--- config.mk ---
export PLATFORM = sky130hd
export DESIGN_NAME = scm_cell
export DESIGN_NICKNAME = d
export VERILOG_FILES = /design/src/rtl/shape_curve_min_width_merge_top_macros.svh /design/src/rtl/scm_pkg.sv /design/src/rtl/scm_cell.sv
export SDC_FILE = /design/constraint.sdc
export NUM_CORES = 1
export LEC_CHECK = 0
export BUFFER_PORTS_ARGS = -buffer_cell sky130_fd_sc_hd__buf_2
export CAP_MARGIN = 40
export CORE_MARGIN = 2
export CORE_UTILIZATION = 45
export DETAILED_ROUTE_END_ITERATION = 8
export PLACE_DENSITY = 0.81
export SYNTH_ARGS = -nofsm -noshare
export SYNTH_HDL_FRONTEND = slang
export SYNTH_SLANG_ARGS = --single-unit
--- constraint.sdc ---
create_clock -name clk -period 2.8 [get_ports clk]
set_input_delay 0.28 -clock clk [delete_from_list [all_inputs] [get_ports clk]]
set_output_delay 0.28 -clock clk [all_outputs]
set_load 0.05 [all_outputs]
--- src/rtl/shape_curve_min_width_merge_top_macros.svh ---
// Assertion macros used by the shape curve merge top level.
`ifndef SHAPE_CURVE_MIN_WIDTH_MERGE_TOP_MACROS_SVH
`define SHAPE_CURVE_MIN_WIDTH_MERGE_TOP_MACROS_SVH
`ifndef NO_ASSERTIONS
`define SCM_ASSERT(lbl, prop, msg) \
  lbl: assert property (@(posedge clk) disable iff (!rst_n) prop) else $error(msg);
`define SCM_ASSERT_ALWAYS(lbl, prop, msg) \
  lbl: assert property (@(posedge clk) prop) else $error(msg);
`else
`define SCM_ASSERT(lbl, prop, msg)
`define SCM_ASSERT_ALWAYS(lbl, prop, msg)
`endif
`endif

--- src/rtl/scm_pkg.sv ---
// Package with the sizes and types of the shape curve merge block.
package scm_pkg;

  localparam int MAX_POINTS = 64;
  localparam int DATA_W = 16;

  typedef logic [DATA_W-1:0] data_t;

  typedef struct packed {
    logic  valid;
    data_t height;
    data_t width;
  } entry_t;

  typedef struct packed {
    logic  merge;
    logic  insert;
    logic  shift_out;
    data_t width;
    data_t height;
  } cmd_t;

endpackage

--- src/rtl/scm_cell.sv ---
// One cell of the sorted insertion chain: holds one (height, width) entry.
module scm_cell (
  input  logic            clk,
  input  logic            rst_n,
  input  scm_pkg::cmd_t   cmd,
  input  logic            left_lt,
  input  scm_pkg::entry_t left_ent,
  input  scm_pkg::entry_t right_ent,
  output logic            lt,
  output logic            eq,
  output scm_pkg::entry_t ent
);

  logic            valid_r;
  logic            valid_nxt;
  scm_pkg::data_t  height_r;
  scm_pkg::data_t  height_nxt;
  scm_pkg::data_t  width_r;
  scm_pkg::data_t  width_nxt;

  assign lt = valid_r && (height_r < cmd.height);
  assign eq = valid_r && (height_r == cmd.height);

  assign ent.valid  = valid_r;
  assign ent.height = height_r;
  assign ent.width  = width_r;

  always_comb begin
    valid_nxt  = valid_r;
    height_nxt = height_r;
    width_nxt  = width_r;
    if (cmd.shift_out) begin
      valid_nxt  = right_ent.valid;
      height_nxt = right_ent.height;
      width_nxt  = right_ent.width;
    end else if (cmd.merge && eq) begin
      if (cmd.width < width_r) begin
        width_nxt = cmd.width;
      end
    end else if (cmd.insert && !lt) begin
      // The first cell that is empty or holds a greater height takes the point; the
      // cells behind it move one place toward the tail.
      if (left_lt) begin
        valid_nxt  = 1'b1;
        height_nxt = cmd.height;
        width_nxt  = cmd.width;
      end else begin
        valid_nxt  = left_ent.valid;
        height_nxt = left_ent.height;
        width_nxt  = left_ent.width;
      end
    end
  end

  always_ff @(posedge clk) begin
    if (!rst_n) begin
      valid_r <= 1'b0;
    end else begin
      valid_r <= valid_nxt;
    end
  end

  always_ff @(posedge clk) begin
    height_r <= height_nxt;
    width_r  <= width_nxt;
  end

endmodule

==> flow_metrics.py, run 1 <==
metrics = {
    "status": {
        "status": "completed",
    },
    "logic_synthesis": {
        "ys_seq_area_share_pct": 38.7,
        "synth_top_family_by_area": "adder cells",
        "synth_fa_ha_area_share_pct": 15.3,
        "netlist_area_um2": 2540,
        "synth_area_per_cell_um2": 9.72,
        "syn_inst": 261,
        "synthMostInstantiatedCell": "nand2_1",
        "async_flop_share_pct": 0,
        "synth_edf_count": 32,
        "yosys_most_used_dff": "edfxtp_1",
        "synth_top_area_share_pct": 37.9,
        "synth_top_cell_by_area": "edfxtp_1",
        "synth_compound_gate_area_share_pct": 13.9,
        "synthTopCellsByCount": "nand2_1 (39), mux2i_1 (33), o21ai_1 (33)",
        "synth_cell_types": 34,
        "ys_ff_latch": 33,
        "syn-num-nets": 396,
        "synth-xor-area-share_pct": 0,
        "ys_warn_count": 0,
        "yosys.area_share.simple_pct": 11.2,
        "synthMuxAreaShare_pct": 13.0,
        "synth_area_leaders": "edfxtp_1 (38%), ha_1 (15%), mux2i_1 (13%)",
    },
    "sta": {
        "skew_ps": 3.80,
        "finalCriticalPeriod_ps": 2440,
        "timing.max_slew.rel_slack_pct": 59.1,
        "hold_viol": 0,
        "rsz0062_at_grt": "no",
        "fmax_mhz": 410,
        "tns_ps": 0,
        "min_period_over_period_pct": 87.1,
        "setup_viol_count_final": 0,
        "slew_viol_final": 0,
        "worst_pin_slew_ps": 613,
    },
    "setup_path": {
        "crit_type": "reg -> reg",
        "crit_arrival_ps": 2410,
        "critPathCaptureType": "flip-flop",
        "regToRegStartpoint": "width_r[9]$_DFFE_PP_",
        "regToRegSetupSlack_ps": 360,
        "critPathLaunchType": "flip-flop",
        "worstPathMaxFanout": 16,
        "cp.required_ps": 2770,
        "rr_worst_depth": 8,
        "r2r_end": "width_r[4]$_DFFE_PP_",
    },
    "final_layout": {
        "fill_cells": 485,
        "seq_area_um2": 981,
        "syn2layout_area_growth_pct": 34.2,
        "multi_input_area_um2": 1430,
        "nets": 531,
        "final_cells": 469,
        "drive_gt1_share_pct": 39.3,
        "final_area_um2": 3400,
        "diodes": 0,
    },
    "floorplan": {
        "initial_core_util_pct": 46.3,
        "die_h_um": 79.1,
        "die_x_um": 79.1,
        "coreArea_um2": 5470,
        "num_io_pins": 139,
        "rows": 27,
        "dieArea_um2": 6250,
    },
    "worst_hold_path": {
        "hold_path_depth": 3,
        "worstHoldStart": "rst_n",
        "hold_class": "in -> reg",
        "min_to": "valid_r$_SDFFE_PN0P_",
    },
    "clocking": {
        "clk_latency_ps": 280,
        "clockRootBuffer": "clkbuf_8",
        "postCtsHoldBufs": 0,
        "htreeDepth": 2,
        "clkTransAtPathRegs_ps": 70,
        "cts.sinks": 33,
        "tritoncts": "yes",
        "cts_resized": 0,
        "clock_path_buffers": 2,
        "postCtsSetupBuffers": 0,
        "numCtsBuffers": 5,
    },
    "place": {
        "dpl_cell_area_um2": 3320,
        "place_inst": 461,
        "hpwl_um": 5070,
        "gp_congestion": 0.800,
        "portBuffers": 138,
    },
    "route": {
        "totalWireLength_um": 6330,
        "firstDrtPassIters": 4,
        "via_per_inst": 5.05,
        "ant_nets": 0,
        "wire_per_inst_um": 13.5,
        "vias": 2367,
        "drc": 0,
        "drt_iter0_markers": 69,
    },
    "power": {
        "p_total_uw": 1580,
        "p_per_area_nw_per_um2": 464,
        "vdd_drop_max_uv": 340,
        "p_leak_uw": 0.00181,
    },
    "global_route": {
        "track_usage_pct": 20.5,
        "grt_pass1_wl_um": 10100,
        "grt_overflow_total": 0,
        "grt_max_degree": 37,
        "grt_pass1_vias": 2342,
        "antenna_found_initial": 0,
    },
    "job": {
        "maxCapViolations": 0,
    },
}
## layout make-up
type	count	area share [%]
Tap cell	72	2.65
Multi-Input combinational cell	184	41.9
Clock buffer	8	2.35
Inverter	32	3.53
Timing Repair Buffer	140	20.7
Sequential cell	33	28.8
## critical path, cell delays in order (launching register included)
cell and delay, ps:
edfxtp_1 410, inv_1 80, ha_1 240, a21o_1 180
a21o_1 170, a21oi_1 150, nor2_1 50, a2111oi_0 510
a21o_4 340
## placed cells by master, fill, tap and decap left out, types with 3 or more instances in the layout
cell type,synthesis,final
o21ai_1,33,33
nand2_1,39,39
o21ai_0,3,3
a21o_1,7,6
ha_1,31,27
clkbuf_1,6,3
mux2i_1,33,33
nor2_1,5,5
ha_4,0,4
nand4_1,5,5
edfxtp_1,32,32
clkbuf_8,0,5
inv_1,32,32
a21oi_1,9,9
buf_2,1,138
## sequential cells by signal, indices dropped and copies added (netlist names)
name      count
height_r     16
width_r      16
valid_r       1
## how the worst max path moves through the flow
stage                                 startpoint                   end
after floorplan           height_r[12]$_DFFE_PP_  width_r[0]$_DFFE_PP_
after global placement                   cmd[25]  width_r[0]$_DFFE_PP_
after detailed placement    width_r[9]$_DFFE_PP_  width_r[9]$_DFFE_PP_
after CTS                   width_r[9]$_DFFE_PP_  width_r[4]$_DFFE_PP_
after global routing      height_r[15]$_DFFE_PP_  width_r[5]$_DFFE_PP_
final                       width_r[9]$_DFFE_PP_  width_r[4]$_DFFE_PP_
## logic make-up after synthesis
family | after synthesis
AND/OR/NAND/NOR | 60
multiplexers | 33
AO/OA/AOI/OAI | 60
adder cells (fa/ha/maj) | 31
buffers and inverters | 44
flip-flops | 33
## power by group
part	leakage, uW	switching (uW)	internal [uW]
clock network	0.0000395	170	177
registers	0.000338	30.5	609
logic	0.00143	388	206
## metal layers
| metal | share of wire (%) | global-route usage [%] | up-vias | wire (um) |
|---|---|---|---|---|
| met2 | 49 | 36.4 | 106 | 3110 |
| met3 | 9.0 | 5.00 | 6 | 567 |
| met5 | 0 | 0 | - | 0 |
| met1 | 41 | 24.2 | 1059 | 2580 |
| met4 | 1.1 | 7.24 | 0 | 68 |
| li1 | - | - | 1196 | - |
## per-stage QoR
step / hold slack, ps / setup WS, ps / utilization [%]
floorplan: 426 / -81.5 / -
global placement: 517 / 434 / 60.7
detailed placement: 524 / 368 / 60.7
CTS: 268 / 333 / 62.2
global route: 272 / 215 / 62.2
finish: 279 / 362 / 62.2
No activity file was read; power rests on OpenSTA's default activity.
==> run 2: changes to the inputs <==
Settings changed: CORE_ASPECT_RATIO from default to 1.5.
==> flow_metrics.py, run 2 (synthesis gave the netlist of run 1 again) <==
metrics = {
    "status": {
        "status": "completed",
    },
    "final_layout": {
        "drive_gt1_share_pct": 39.4,
        "reg.largest.list": "height_r: 16 flops, width_r: 16 flops, valid_r: 1 flops",
        "final_cell_mix": "buf_2 (138), nand2_1 (39), o21ai_1 (33), mux2i_1 (33)",
        "nets": 531,
        "fill_cells": 484,
        "final_common_cell": "buf_2",
        "final_cells": 466,
        "syn2layout_area_growth_pct": 33.9,
        "multi_input_area_um2": 1430,
        "final_area_um2": 3400,
        "seq_area_um2": 981,
        "diodes": 0,
    },
    "global_route": {
        "grt_pass1_vias": 2339,
        "grt_max_degree": 45,
        "antenna_found_initial": 0,
        "track_usage_pct": 21.0,
        "grt_overflow_total": 0,
        "grt_pass1_wl_um": 10000,
    },
    "worst_hold_path": {
        "hold_path_depth": 3,
        "min_to": "valid_r$_SDFFE_PN0P_",
        "hold_class": "in -> reg",
        "worstHoldStart": "rst_n",
    },
    "route": {
        "drt_iter0_markers": 69,
        "vias": 2375,
        "via_per_inst": 5.10,
        "drc": 0,
        "wire_per_inst_um": 13.9,
        "firstDrtPassIters": 4,
        "ant_nets": 0,
        "totalWireLength_um": 6460,
    },
    "floorplan": {
        "num_io_pins": 139,
        "dieArea_um2": 6260,
        "die_h_um": 95.9,
        "coreArea_um2": 5450,
        "rows": 33,
        "die_x_um": 65.3,
        "initial_core_util_pct": 46.5,
    },
    "setup_path": {
        "regToRegStartpoint": "height_r[13]$_DFFE_PP_",
        "worstPathMaxFanout": 16,
        "critPathLaunchType": "flip-flop",
        "slowest_stage": "nor4_1",
        "critPathCaptureType": "flip-flop",
        "path_cells": "ha_4 > nand4_2 > nor4_1 > a211oi_4 > o21bai_4 > a21o_4",
        "regToRegSetupSlack_ps": 410,
        "cpLargestDelayFamily": "compound AO/OA/AOI/OAI gates",
        "crit_path_max_incr_delay_ps": 450,
        "crit_type": "reg -> reg",
        "r2r_end": "width_r[13]$_DFFE_PP_",
        "cp.required_ps": 2770,
        "rr_worst_depth": 6,
        "cp.buffers_inverters": 0,
        "crit_arrival_ps": 2360,
    },
    "power": {
        "p_per_area_nw_per_um2": 461,
        "p_leak_uw": 0.00181,
        "p_total_uw": 1570,
        "vdd_drop_max_uv": 382,
    },
    "sta": {
        "fmax_mhz": 418,
        "rsz0062_at_grt": "no",
        "tns_ps": 0,
        "slew_viol_final": 0,
        "timing.max_slew.rel_slack_pct": 59.4,
        "finalCriticalPeriod_ps": 2390,
        "setup_viol_count_final": 0,
        "min_period_over_period_pct": 85.4,
        "worst_pin_slew_ps": 608,
        "hold_viol": 0,
        "skew_ps": 12.7,
        "whs_ps": 272,
    },
    "clocking": {
        "tritoncts": "yes",
        "numCtsBuffers": 5,
        "cts.sinks": 33,
        "clk_latency_ps": 280,
        "cts_resized": 0,
        "clkTransAtPathRegs_ps": 70,
        "clockRootBuffer": "clkbuf_8",
        "clock_path_buffers": 2,
        "postCtsHoldBufs": 0,
        "postCtsSetupBuffers": 0,
        "htreeDepth": 2,
    },
    "place": {
        "portBuffers": 138,
        "hpwl_um": 5340,
        "place_inst": 459,
        "gp_congestion": 0.755,
        "dpl_cell_area_um2": 3320,
    },
    "job": {
        "maxCapViolations": 0,
    },
}
==> run 2: changes by cell type in the layout (fill, tap and decap cells not counted) <==
cell      before  now
clkinv_1       0    1
clkbuf_1       3    1
==> run 2: stage by stage <==
stage               setup slack, ps  utilization, %
floorplan                     -81.5               -
global placement                448            60.9
detailed placement              354            60.9
CTS                             356            62.3
global route                    268            62.3
finish                          408            62.3
==> run 2: how the worst max path moves through the flow <==
stage / slack, ps / cells after the start / endpoint / startpoint
after detailed placement: 350 / 6 / width_r[2]$_DFFE_PP_ / height_r[13]$_DFFE_PP_
after global routing: 270 / 6 / width_r[12]$_DFFE_PP_ / height_r[15]$_DFFE_PP_
final: 410 / 6 / width_r[13]$_DFFE_PP_ / height_r[13]$_DFFE_PP_
after floorplan: -80 / 7 / width_r[0]$_DFFE_PP_ / height_r[12]$_DFFE_PP_
after CTS: 360 / 6 / width_r[10]$_DFFE_PP_ / height_r[13]$_DFFE_PP_
after global placement: 450 / 8 / width_r[0]$_DFFE_PP_ / cmd[25]
==> run 2: layout make-up <==
type	count	area share, %
flip-flops and latches	33	28.9
well taps	70	2.58
inverters	32	3.54
repair buffers	140	20.8
multi-input cells	184	42.0
clock inverters	1	0.110
clock buffers	6	2.14
==> run 2: metal layers <==
metal | part of all wire (%) | routed length [um] | global-route usage, %
met1 | 37 | 2410 | 21.6
met2 | 53 | 3440 | 40.3
met3 | 7.6 | 491 | 4.80
met4 | 1.9 | 121 | 7.99
met5 | 0 | 0 | 0
==> run 2: where the power goes <==
group          switching, uW  internal [uW]  leakage, uW
sequential              29.1            608     0.000338
clock                    165            167    0.0000387
combinational            390            207      0.00143
total                    584            983      0.00181
==> run 2: worst min-delay path, stage by stage <==
cell     delay (ps)
buf_2           100
nand2_1          50
mux2i_1          60
